[config.mk]
export PLATFORM = sky130hd
export DESIGN_NAME = utf8_to_utf16_stream
export DESIGN_NICKNAME = d
export VERILOG_FILES = /design/src/rtl/u8u16_pkg.sv /design/src/rtl/u8u16_decode.sv /design/src/rtl/utf8_to_utf16_stream.sv
export SDC_FILE = /design/constraint.sdc
export NUM_CORES = 1
export LEC_CHECK = 0
export BUFFER_PORTS_ARGS = -buffer_cell sky130_fd_sc_hd__buf_2
export CORE_MARGIN = 2
export CORE_UTILIZATION = 59
export CTS_BUF_LIST = sky130_fd_sc_hd__clkbuf_4 sky130_fd_sc_hd__clkbuf_8
export DETAILED_ROUTE_END_ITERATION = 6
export GPL_TIMING_DRIVEN = 0
export PLACE_DENSITY = 0.89
export SLEW_MARGIN = 20
export SYNTH_ARGS = -nofsm -noshare
export SYNTH_HDL_FRONTEND = slang
export SYNTH_SLANG_ARGS = --single-unit
[constraint.sdc]
create_clock -name i_clk -period 4 [get_ports i_clk]
set_clock_uncertainty 0.05 [all_clocks]
set_input_delay 0.8 -clock i_clk [delete_from_list [all_inputs] [get_ports i_clk]]
set_output_delay 0.8 -clock i_clk [all_outputs]
set_load 0.02 [all_outputs]
[src/rtl/u8u16_pkg.sv]
package u8u16_pkg;

    // Pending sequence length codes (held in a 3-bit register)
    localparam logic [2:0] LEN_NONE = 3'd0;
    localparam logic [2:0] LEN_TWO  = 3'd2;
    localparam logic [2:0] LEN_THREE = 3'd3;
    localparam logic [2:0] LEN_FOUR = 3'd4;

    localparam int unsigned QUEUE_DEPTH = 3;

    localparam logic [15:0] HI_SURR_BASE = 16'hD800;
    localparam logic [15:0] LO_SURR_BASE = 16'hDC00;
    localparam logic [20:0] SUPP_OFFSET  = 21'h10000;
    localparam logic [20:0] MAX_CODE     = 21'h10FFFF;

    // Units produced by one input byte: zero, one or two, in order
    typedef struct packed {
        logic [1:0]  n;
        logic [15:0] u0;
        logic [15:0] u1;
    } t_units;

endpackage

[src/rtl/u8u16_decode.sv]
module u8u16_decode (
    input  logic                 i_clk,
    input  logic                 i_rst_n,
    input  logic                 i_take,
    input  logic [7:0]           i_byte,
    input  logic                 i_end,
    output u8u16_pkg::t_units    o_units
);

    logic [2:0] r_len, n_len;
    logic [1:0] r_cnt, n_cnt;
    logic [7:0] r_h0, r_h1, r_h2;
    logic [7:0] n_h0, n_h1, n_h2;
    logic [2:0] cnt_new;
    u8u16_pkg::t_units res;

    function automatic logic is_cont(input logic [7:0] b);
        is_cont = (b[7:6] == 2'b10);
    endfunction

    function automatic logic [2:0] lead_len(input logic [7:0] b);
        logic [2:0] l;
        l = u8u16_pkg::LEN_NONE;
        if (b[7:5] == 3'b110) begin
            l = u8u16_pkg::LEN_TWO;
        end else if (b[7:4] == 4'b1110) begin
            l = u8u16_pkg::LEN_THREE;
        end else if (b[7:3] == 5'b11110) begin
            l = u8u16_pkg::LEN_FOUR;
        end
        lead_len = l;
    endfunction

    function automatic u8u16_pkg::t_units one_unit(input logic [15:0] u);
        u8u16_pkg::t_units r;
        r = '0;
        r.n = 2'd1;
        r.u0 = u;
        one_unit = r;
    endfunction

    function automatic logic [15:0] two_byte(input logic [7:0] a, input logic [7:0] b);
        two_byte = {5'd0, a[4:0], b[5:0]};
    endfunction

    // Complete sequence: a is the lead, b..d the following bytes as needed
    function automatic u8u16_pkg::t_units full_seq(input logic [2:0] len,
                                                 input logic [7:0] a,
                                                 input logic [7:0] b,
                                                 input logic [7:0] c,
                                                 input logic [7:0] d);
        u8u16_pkg::t_units r;
        logic [20:0] cp;
        logic [20:0] v;
        r = '0;
        cp = '0;
        v = '0;
        unique case (len)
            u8u16_pkg::LEN_TWO: begin
                r = one_unit(two_byte(a, b));
            end
            u8u16_pkg::LEN_THREE: begin
                if (is_cont(b) && is_cont(c)) begin
                    r = one_unit({a[3:0], b[5:0], c[5:0]});
                end else begin
                    r = one_unit(16'h0000);
                end
            end
            u8u16_pkg::LEN_FOUR: begin
                cp = {a[2:0], b[5:0], c[5:0], d[5:0]};
                v = cp - u8u16_pkg::SUPP_OFFSET;
                if (!(is_cont(b) && is_cont(c) && is_cont(d))) begin
                    r = one_unit(16'h0000);
                end else if (cp[20:16] == 5'd0) begin
                    r = one_unit(cp[15:0]);
                end else if (cp <= u8u16_pkg::MAX_CODE) begin
                    r.n = 2'd2;
                    r.u0 = u8u16_pkg::HI_SURR_BASE + {6'd0, v[19:10]};
                    r.u1 = u8u16_pkg::LO_SURR_BASE + {6'd0, v[9:0]};
                end
            end
            default: begin
                r = '0;
            end
        endcase
        full_seq = r;
    endfunction

    // End-of-string rescan of the bytes after the dropped lead
    function automatic u8u16_pkg::t_units tail_seq(input logic two,
                                                 input logic [7:0] a,
                                                 input logic [7:0] b);
        u8u16_pkg::t_units r;
        r = '0;
        if (!two) begin
            if (!b[7]) r = one_unit({8'd0, b});
        end else if (!a[7]) begin
            r.u0 = {8'd0, a};
            if (!b[7]) begin
                r.n = 2'd2;
                r.u1 = {8'd0, b};
            end else begin
                r.n = 2'd1;
            end
        end else if (a[7:5] == 3'b110) begin
            r = one_unit(two_byte(a, b));
        end else if (!b[7]) begin
            r = one_unit({8'd0, b});
        end
        tail_seq = r;
    endfunction

    always_comb begin
        n_len = r_len;
        n_cnt = r_cnt;
        n_h0 = r_h0;
        n_h1 = r_h1;
        n_h2 = r_h2;
        res = '0;
        cnt_new = {1'b0, r_cnt} + 3'd1;
        if (r_len == u8u16_pkg::LEN_NONE) begin
            if (!i_byte[7]) begin
                res = one_unit({8'd0, i_byte});
            end else if ((lead_len(i_byte) != u8u16_pkg::LEN_NONE) && !i_end) begin
                n_h0 = i_byte;
                n_cnt = 2'd1;
                n_len = lead_len(i_byte);
            end
        end else if (cnt_new >= r_len) begin
            unique case (r_len)
                u8u16_pkg::LEN_TWO:   res = full_seq(r_len, r_h0, i_byte, 8'd0, 8'd0);
                u8u16_pkg::LEN_THREE: res = full_seq(r_len, r_h0, r_h1, i_byte, 8'd0);
                default:              res = full_seq(r_len, r_h0, r_h1, r_h2, i_byte);
            endcase
            n_len = u8u16_pkg::LEN_NONE;
            n_cnt = 2'd0;
        end else if (i_end) begin
            res = tail_seq(r_cnt == 2'd2, r_h1, i_byte);
        end else begin
            if (r_cnt == 2'd1) begin
                n_h1 = i_byte;
            end else begin
                n_h2 = i_byte;
            end
            n_cnt = cnt_new[1:0];
        end
        if (i_end) begin
            n_len = u8u16_pkg::LEN_NONE;
            n_cnt = 2'd0;
        end
    end

    always_ff @(posedge i_clk) begin
        if (!i_rst_n) begin
            r_len <= u8u16_pkg::LEN_NONE;
            r_cnt <= 2'd0;
        end else if (i_take) begin
            r_len <= n_len;
            r_cnt <= n_cnt;
        end
    end

    always_ff @(posedge i_clk) begin
        if (i_take) begin
            r_h0 <= n_h0;
            r_h1 <= n_h1;
            r_h2 <= n_h2;
        end
    end

    assign o_units = res;

endmodule

[src/rtl/utf8_to_utf16_stream.sv]
// UTF-8 to UTF-16 stream transcoder. Takes one UTF-8 byte per transfer on
// the slave side (tlast marks the final byte of a string) and delivers the
// UTF-16 code units it completes on the master side, tlast set on the final
// unit caused by each byte. ASCII passes through; two-byte sequences combine
// without checking the second byte; three- and four-byte sequences with a
// bad continuation byte give a single 0x0000; values above 0x10FFFF give no
// unit; values above 0xFFFF become a surrogate pair. Stray continuation bytes
// and invalid leads are dropped. If the string ends inside a sequence, the
// lead is dropped and the following bytes are rescanned as a string tail.
// Rate: one byte per cycle while ready is high; a byte is decoded in the
// cycle it is accepted and its units land in a three-entry output queue.
// Ready depends only on the registered queue count and is high while the
// queue holds at most one unit, so a stream that yields one unit per byte
// runs at one transfer per cycle while the master side accepts, and each
// surrogate pair drops ready (the single output port drains one unit a cycle).
module utf8_to_utf16_stream (
    input  logic        i_clk,
    input  logic        i_rst_n,
    input  logic        s_axis_tvalid,
    output logic        s_axis_tready,
    input  logic [7:0]  s_axis_tdata,   // [7:0] in_byte
    input  logic        s_axis_tlast,   // string_end
    output logic        m_axis_tvalid,
    input  logic        m_axis_tready,
    output logic [15:0] m_axis_tdata,   // [15:0] code_unit
    output logic        m_axis_tlast    // run_last
);

    localparam int unsigned QD = u8u16_pkg::QUEUE_DEPTH;

    logic              take;
    logic              pop;
    u8u16_pkg::t_units units;

    logic [15:0] r_q_unit [QD];
    logic        r_q_last [QD];
    logic [15:0] n_q_unit [QD];
    logic        n_q_last [QD];
    logic [1:0]  r_q_cnt, n_q_cnt;
    logic [1:0]  base;

    // Accept a byte only while the queue has room for a surrogate pair
    assign s_axis_tready = (r_q_cnt < 2'd2);
    assign take = s_axis_tvalid && s_axis_tready;

    u8u16_decode u_decode (
        .i_clk   (i_clk),
        .i_rst_n (i_rst_n),
        .i_take  (take),
        .i_byte  (s_axis_tdata),
        .i_end   (s_axis_tlast),
        .o_units (units)
    );

    assign m_axis_tvalid = (r_q_cnt != 2'd0);
    assign m_axis_tdata  = r_q_unit[0];
    assign m_axis_tlast  = r_q_last[0];
    assign pop = m_axis_tvalid && m_axis_tready;

    always_comb begin
        // Advance the queue on a pop, then append the new units behind it
        base = r_q_cnt - {1'b0, pop};
        for (int k = 0; k < QD; k++) begin
            if (pop && (k < QD - 1)) begin
                n_q_unit[k] = r_q_unit[k + 1];
                n_q_last[k] = r_q_last[k + 1];
            end else begin
                n_q_unit[k] = r_q_unit[k];
                n_q_last[k] = r_q_last[k];
            end
            if (take && (units.n != 2'd0) && (2'(k) == base)) begin
                n_q_unit[k] = units.u0;
                n_q_last[k] = (units.n == 2'd1);
            end
            if (take && (units.n == 2'd2) && (2'(k) == base + 2'd1)) begin
                n_q_unit[k] = units.u1;
                n_q_last[k] = 1'b1;
            end
        end
        n_q_cnt = base + (take ? units.n : 2'd0);
    end

    always_ff @(posedge i_clk) begin
        if (!i_rst_n) begin
            r_q_cnt <= 2'd0;
        end else begin
            r_q_cnt <= n_q_cnt;
        end
    end

    // Hold payload in place; only the count needs reset
    always_ff @(posedge i_clk) begin
        for (int k = 0; k < QD; k++) begin
            r_q_unit[k] <= n_q_unit[k];
            r_q_last[k] <= n_q_last[k];
        end
    end

endmodule
* After elaboration in Yosys (flattened, before gate mapping) *
Memories as Yosys holds them, arrays and structs flattened.
Cells that the tools add are included.

word-level totals
  register bits after elaboration = 28
  RAM bits = 51
  input bits = 13
  output and inout bits = 19
  word-level logic and storage cells = 117
  memories kept = 2

memories
  memory    depth  bits a word  read ports  clocked after memory_dff  wr ports  RTL line                    source
  r_q_unit  3      16           3           0                         3         utf8_to_utf16_stream.sv:35  logic [15:0] r_q_unit [QD];
  r_q_last  3      1            3           0                         3         utf8_to_utf16_stream.sv:36  logic r_q_last [QD];

operators by class
  add/subtract/negate cells = 7
  order comparisons = 3
  equal/unequal tests = 20
  multiplexer cells = 47
  bitwise logic cells = 4
  reduce and logical (&&, ||, !) cells = 28

operators by type and width
  operator                                                                number
  34-bit 2-to-1 mux                                                       9
  16-bit 2-to-1 mux                                                       8
  34-bit case mux with 2 select lines                                     1
  33-bit 2-to-1 mux                                                       2
  15-bit by 11-bit adder with 16-bit output (first input constant)        2
  32-bit 2-to-1 mux                                                       1
  3-bit 2-to-1 mux                                                        10
  21-bit <= comparator (second input constant)                            1
  20-bit by 17-bit subtractor with 20-bit output (second input constant)  1
  1-bit logical AND                                                       14
  2-bit 2-to-1 mux                                                        7
  2-bit equality test (second input constant)                             5
  5-bit AND reduction                                                     2
  3-bit equality test (second input constant)                             3
  1-bit 2-to-1 mux                                                        8
  4-bit AND reduction                                                     2
  7-bit 2-to-1 mux                                                        1
  3-bit by 2-bit equality test with 1-bit output (second input constant)  2
  3-bit != test (second input constant)                                   2
  3-bit nonzero test                                                      2
  5-bit equality test (second input constant)                             1
  5-bit logical NOT                                                       1
  1-bit by 2-bit equality test with 1-bit output (first input constant)   2
  2-bit by 1-bit equality test with 1-bit output (second input constant)  2
  other kinds (14)                                                        20

* Longest topological paths before layout *
Gate-level depths: netlist of the first run.

  depth in word-level cells = 14
  mapped depth = 14
  depth with buffers taken out = 13

* Cells and area by module *
Synthesis of the first run repeated with hierarchy kept, for this count alone.

second synthesis, totals
  cell total of the unflattened synthesis = 507
  area, all modules = 5111.2 sq um

modules (own cells, without submodules)
  module                times used  cells each  area an instance (sq um)  sequential area each (sq um)
  utf8_to_utf16_stream  1           292         3154.3                    1541.5
  u8u16_decode          1           215         1956.9                    730.7

* Worst setup path before layout of the first run *
Ideal clock, no wire load.

  path type = input -> register
  start point = input port s_axis_tdata[5]
  end point = memory r_q_unit[0][0], enable pin
  setup time = 0.374 ns
  arrival time = 2.963 ns
  data required time = 3.576 ns
  path slack = 0.613 ns
  stages on the path = 8
  path buffers = 2
  cells stage by stage = buf_2 nand3_1 o311a_4 a2111oi_4 a221o_2 nand3_2 buf_2 nand3_1

RTL lines
  item                RTL line                    source
  start: declaration  utf8_to_utf16_stream.sv:21  input logic [7:0] s_axis_tdata,
  end: declaration    utf8_to_utf16_stream.sv:35

==> flow_summary.ini, run 1 <==
[global_route]
gr-total-overflow = 0
antenna_found_initial = 0
grt_pass1_vias = 4149
grt_max_degree = 16
track_usage_pct = 32.5
grt_pass1_wl_um = 21800

[sta]
slew-limit-headroom_pct = 18.9
hold_viol_final = 0
tightest_slew_ns = 1.21
rsz0062_at_grt = false
finalSetupViolations = 0
fin_ws_ns = 0.250
period_needed_ns = 3.75
period_share_pct = 93.7
max_freq_mhz = 267
maxSlewViolCount = 0

[synthesis]
syn_nets = 531
synthesis.area_um2 = 4860
yosysSeqAreaShare_pct = 46.1
yosysMostFrequentCell = edfxtp_1
yosys-top-cells-area = edfxtp_1 (41%), dfxtp_1 (5.4%), nand2_1 (4.9%), o21ai_0 (3.5%), o211ai_1 (2.8%)
ys_ff_latch = 79
synth-edff-count = 66
syn_avg_cell_area_um2 = 9.56
synth_warnings = 0
synth_common_cells = edfxtp_1 (66), nand2_1 (63), o21ai_0 (34)
syn_inst = 508
synth_top_area_share_pct = 40.8
synthArstFlopShare_pct = 0
ys_types = 65
synth_top_area_cell = edfxtp_1
synth_ff_type = edfxtp_1

[layout]
final_area_um2 = 5450
drive_gt1_share_pct = 17.7
fin_cells = 663
fin_util_pct = 67.4
diodes = 0
area_delta_synth_final_pct = 12.2
fin_nets = 576

[place]
placed_cells = 646
placed_area_um2 = 5170
io_buffers = 31
gp_congestion = 1.02
post-dp-hpwl_um = 10200
post-place-ws_ns = -0.218

[detailed_routing]
drc_errors = 0
antenna_left = 0
via_per_inst = 6.66
postRouteWirelength_um = 13800
detail_route.wl_per_cell_um = 20.9
dr.pass1.iters = 5
num_vias = 4418
drt_iter0_drc = 380

[worst_setup_path]
crit_path_start = u_decode.r_cnt[0]
crit_required_ns = 4.15
worst_setup_path_end_kind = flip-flop
start_kind = flip-flop
crit_arrival_ns = 3.89
critical_path_class = reg -> reg
worstPathMaxFanout = 10
r2r-start = u_decode.r_cnt[0]

[clock_network]
clk_path_buf_depth = 2
numCtsBuffers = 9
cts-root-buf = clkbuf_8
clk_latency_ns = 0.37
clkSinkCount = 79
h-tree-depth = 3
hold_buffers = 0
cts_tree = yes
clk_pin_slew_worst_paths_ns = 0.09

[floorplanning]
initial_core_util_pct = 60.0
core_um2 = 8090
die_w_um = 94.7
dieArea_um2 = 8980
io_pins = 32
die_h_um = 94.7
rows = 33

[flow_run]
cap_viol_max_count = 0

[power]
p_total_uw = 2440
irDropWorstVdd_mv = 0.230
p_leak_uw = 0.00211
p_per_area_nw_per_um2 = 448

[hold_path]
hp-class = reg -> reg
worstHoldStart = r_q_last[0][2]

[outcome]
status = completed
report_power, final:
group	leakage, µW	switching [µW]	total [µW]	internal (µW)
Sequential	0.000734	35.5	1070	1030
Clock	0.000118	331	748	417
Combinational	0.00126	394	627	233
critical path: stages, from the launching register on:
cell      delay, ns
dfxtp_1        0.42
inv_1          0.11
ha_1           0.30
inv_1          0.04
ha_1           0.26
nand2_1        0.08
o21a_1         0.22
nor2_1         0.49
o311ai_0       0.35
a21oi_1        0.60
clkbuf_1       0.41
nand2_1        0.12
o211ai_1       0.12
per-layer routing:
metal  track usage (%)  share of wire, %  vias to the layer above
li1                  -                 -                     2017
met4              15.2               3.4                        0
met5                 0                 0                        -
met3              5.27               9.2                       40
met2              54.0                49                      283
met1              41.6                39                     2078
layout make-up:
class	count	area, µm²
buffer	46	269
clock inverter	7	119
clock buffer	9	124
tap	105	131
sequential	79	2240
fill	667	2640
inverter	23	86.3
multi-input combinational	360	2310
timing repair buffer	34	175
repair_timing:
item | in CTS | in global routing
setup buffers | 0 | 1
gates resized for setup | 2 | 5
pin swaps | 0 | 1
endpoints found under the setup margin | 30 | 55
state kept, by name, summed over array words and instances, names as in the netlist:
register,flops
r_q_unit,48
u_decode.r_h1,8
u_decode.r_h2,8
u_decode.r_h0,5
r_q_last,3
u_decode.r_len,3
r_q_cnt,2
u_decode.r_cnt,2
layout by cell type (no fill, tap or decap), types with 5 or more instances in the layout:
master / netlist / final
nand4_1: 5 / 5
inv_1: 22 / 22
nor3_1: 13 / 12
nor2_1: 29 / 29
mux2i_1: 9 / 9
dfxtp_1: 13 / 13
nand3_2: 3 / 5
and2_1: 7 / 7
and3_1: 11 / 11
buf_4: 17 / 19
clkbuf_1: 18 / 18
buf_2: 8 / 40
a211oi_1: 11 / 11
o211ai_1: 18 / 18
ha_1: 10 / 10
o21ai_0: 34 / 34
a21o_1: 6 / 6
a21oi_1: 23 / 22
a32o_1: 7 / 7
edfxtp_1: 66 / 66
nand2_1: 63 / 62
clkbuf_8: 0 / 9
o22ai_1: 5 / 5
a221oi_1: 8 / 7
nand3_1: 23 / 21
o21ai_1: 6 / 6
final timing paths:
| path | end | cells after the start | slack (ns) |
|---|---|---|---|
| setup / recovery | r_q_unit[0][18] | 12 | 0.25 |
| hold / removal | r_q_last[0][2] | 2 | 0.45 |
| setup reg to reg | r_q_unit[0][18] | 12 | 0.25 |
| hold reg to reg | r_q_last[0][2] | 2 | 0.45 |
cell families after synthesis:
group,Yosys count,share of synthesized area [%]
muxes,9,1.85
and+or+nand+nor,180,18.4
buffers and inverters,69,7.31
xor gates and xnor gates,3,0.541
DFF,79,46.1
adders and majority gates,10,2.58
AOI/OAI and AO/OA,158,23.2
metrics by stage:
step,TNS (ns),hold WS [ns]
global placement,-5.72,0.410
global route,0,0.479
floorplan,0,0.394
detailed placement,-8.78,0.426
CTS,0,0.446
finish,0,0.449
Note: power is estimated with default switching activity, not from simulation.
==> run 2: changes to the inputs <==
Settings changed: CORE_MARGIN 2 to 5.
==> run 2 against run 1 <==
  * Critical path depth stayed put
  * Sequential power about the same
  * Cell count rose by 0.45%
  * Non-clock buffer count is 3 higher
  * Combinational power is 0.8% higher
  * Global-route usage is 5.2 points lower
  * First-iteration DRC count up 8.9%
  * Hold slack improved by 0.020 ns
  * Fmax fell by 1.7%
  * Core utilization shrank 0.62 points
  * Die area rose by 13%
  * Critical path type unchanged
  * Critical endpoint is now r_q_unit[0][36]
==> flow_summary.ini, run 2 (synthesis results as in run 1) <==
[floorplanning]
core_um2 = 8130
dieArea_um2 = 10100
die_w_um = 101
die_h_um = 101
io_pins = 32
initial_core_util_pct = 59.7
rows = 33

[clock_network]
clk_pin_slew_worst_paths_ns = 0.10
clk_path_buf_depth = 2
numCtsBuffers = 9
cts-root-buf = clkbuf_8
clk_latency_ns = 0.36
h-tree-depth = 3
clkSinkCount = 79
cts_tree = yes

[sta]
period_share_pct = 95.4
finalSetupViolations = 0
period_needed_ns = 3.82
slew-limit-headroom_pct = 36.2
maxSlewViolCount = 0
setup-tns-final_ns = 0
hold_viol_final = 0
tightest_slew_ns = 0.949
max_freq_mhz = 262
rsz0062_at_grt = false

[flow_run]
cap_viol_max_count = 0

[detailed_routing]
drc_errors = 0
via_per_inst = 6.68
detail_route.wl_per_cell_um = 20.8
postRouteWirelength_um = 13800
drt_iter0_drc = 414
dr.pass1.iters = 5
num_vias = 4450
antenna_left = 0

[place]
placed_area_um2 = 5170
post-dp-hpwl_um = 10300
gp_congestion = 1.00
io_buffers = 31

[power]
p_per_area_nw_per_um2 = 429
irDropWorstVdd_mv = 0.231
p_leak_uw = 0.00211

[worst_setup_path]
r2r_end = r_q_unit[0][36]
worst_setup_path_end_kind = flip-flop
reg2reg_slack_ns = 0.18
start_kind = flip-flop
setup.worst_path.end = r_q_unit[0][36]
crit_arrival_ns = 3.82
r2r-start = u_decode.r_cnt[0]
crit_required_ns = 4.00
r2r_cells = 12
crit_path_start = u_decode.r_cnt[0]
critical_path_class = reg -> reg
worstPathMaxFanout = 10

[outcome]
status = completed

[layout]
largest_reg_flops = 48
largestRegisters = r_q_unit: 48 flops, u_decode.r_h1: 8 flops, u_decode.r_h2: 8 flops
area_delta_synth_final_pct = 11.8
drive_gt1_share_pct = 18.2
top_register = r_q_unit
final_cell_mix = edfxtp_1 (66), nand2_1 (62), buf_2 (41)
diodes = 0
final_common_cell = edfxtp_1
final_area_um2 = 5430
nFillCells = 637
fin_nets = 579

[global_route]
gr-total-overflow = 0
track_usage_pct = 27.3
grt_pass1_wl_um = 21600
grt_max_degree = 16
antenna_found_initial = 0
grt_pass1_vias = 4173

[hold_path]
hp-class = reg -> reg
-- run 2: cell count changes in the layout (fill, tap and decap cells not counted), sizes merged --
| cell | delta |
|---|---|
| buf | +3 |
| bufinv | -2 |
| inv | +2 |
-- run 2: final cells by class --
type | count | area [µm²] | share of cell area, %
tap | 105 | 131 | 2.42
buffer | 46 | 269 | 4.95
multi-input combinational | 360 | 2300 | 42.4
clock buffer | 9 | 124 | 2.28
clock inverter | 7 | 78.8 | 1.45
sequential | 79 | 2240 | 41.3
inverter | 23 | 86.3 | 1.59
timing repair buffer | 37 | 195 | 3.59
-- run 2: how the worst min path moves through the flow --
| stage | startpoint | to | slack, ns | depth (start not counted) |
|---|---|---|---|---|
| after global placement | r_q_last[0][2] | r_q_last[0][2] | 0.42 | 2 |
| after floorplan | r_q_last[0][2] | r_q_last[0][2] | 0.39 | 2 |
| after CTS | r_q_last[0][2] | r_q_last[0][2] | 0.46 | 2 |
| after detailed placement | r_q_last[0][2] | r_q_last[0][2] | 0.44 | 2 |
| after global routing | r_q_last[0][2] | r_q_last[0][2] | 0.50 | 2 |
| final | r_q_unit[0][45] | r_q_unit[0][45] | 0.47 | 2 |
-- run 2: timing repair --
action / in CTS / in global routing
pin swaps: 1 / 1
gates resized for setup: 1 / 5
hold buffers: 0 / 0
setup buffers: 1 / 3
setup endpoints to repair: 15 / 61
endpoints found under the hold margin: 0 / 0
-- run 2: where the power goes --
group	switching (µW)	total [µW]	internal, µW
registers	35.1	1070	1030
clock network	333	631	298
logic	399	632	233
total	767	2330	1560
-- run 2: metrics by stage --
step	hold slack [ns]	cells	util, %	power, µW	worst slack, ns
2_1_floorplan	0.394	508	-	1530	0.613
3_3_place_gp	0.419	644	63.3	1670	-0.152
3_5_place_dp	0.441	646	63.5	1700	-0.219
4_1_cts	0.462	663	66.2	2320	0.0404
5_1_grt	0.502	666	66.8	2430	0.0775
6_report	0.468	666	66.8	2330	0.185
-- run 2: worst max-delay path, stage by stage, from the launching register on --
cell	delay (ns)
dfxtp_1	0.42
inv_1	0.10
ha_1	0.30
inv_1	0.05
ha_1	0.27
nand2_1	0.08
o21ai_0	0.22
clkbuf_1	0.43
nor3_2	0.22
nand3_1	0.15
o21ai_0	0.21
a221oi_1	0.74
o22ai_1	0.26
-- run 2: per-layer routing --
metal	up-vias	part of all wire, %	wire length [µm]	track usage [%]
met5	-	0	0	0
met4	0	4.8	659	13.2
met3	54	9.9	1370	5.12
met2	297	46	6430	44.7
met1	2087	39	5370	34.8
li1	2012	-	-	-
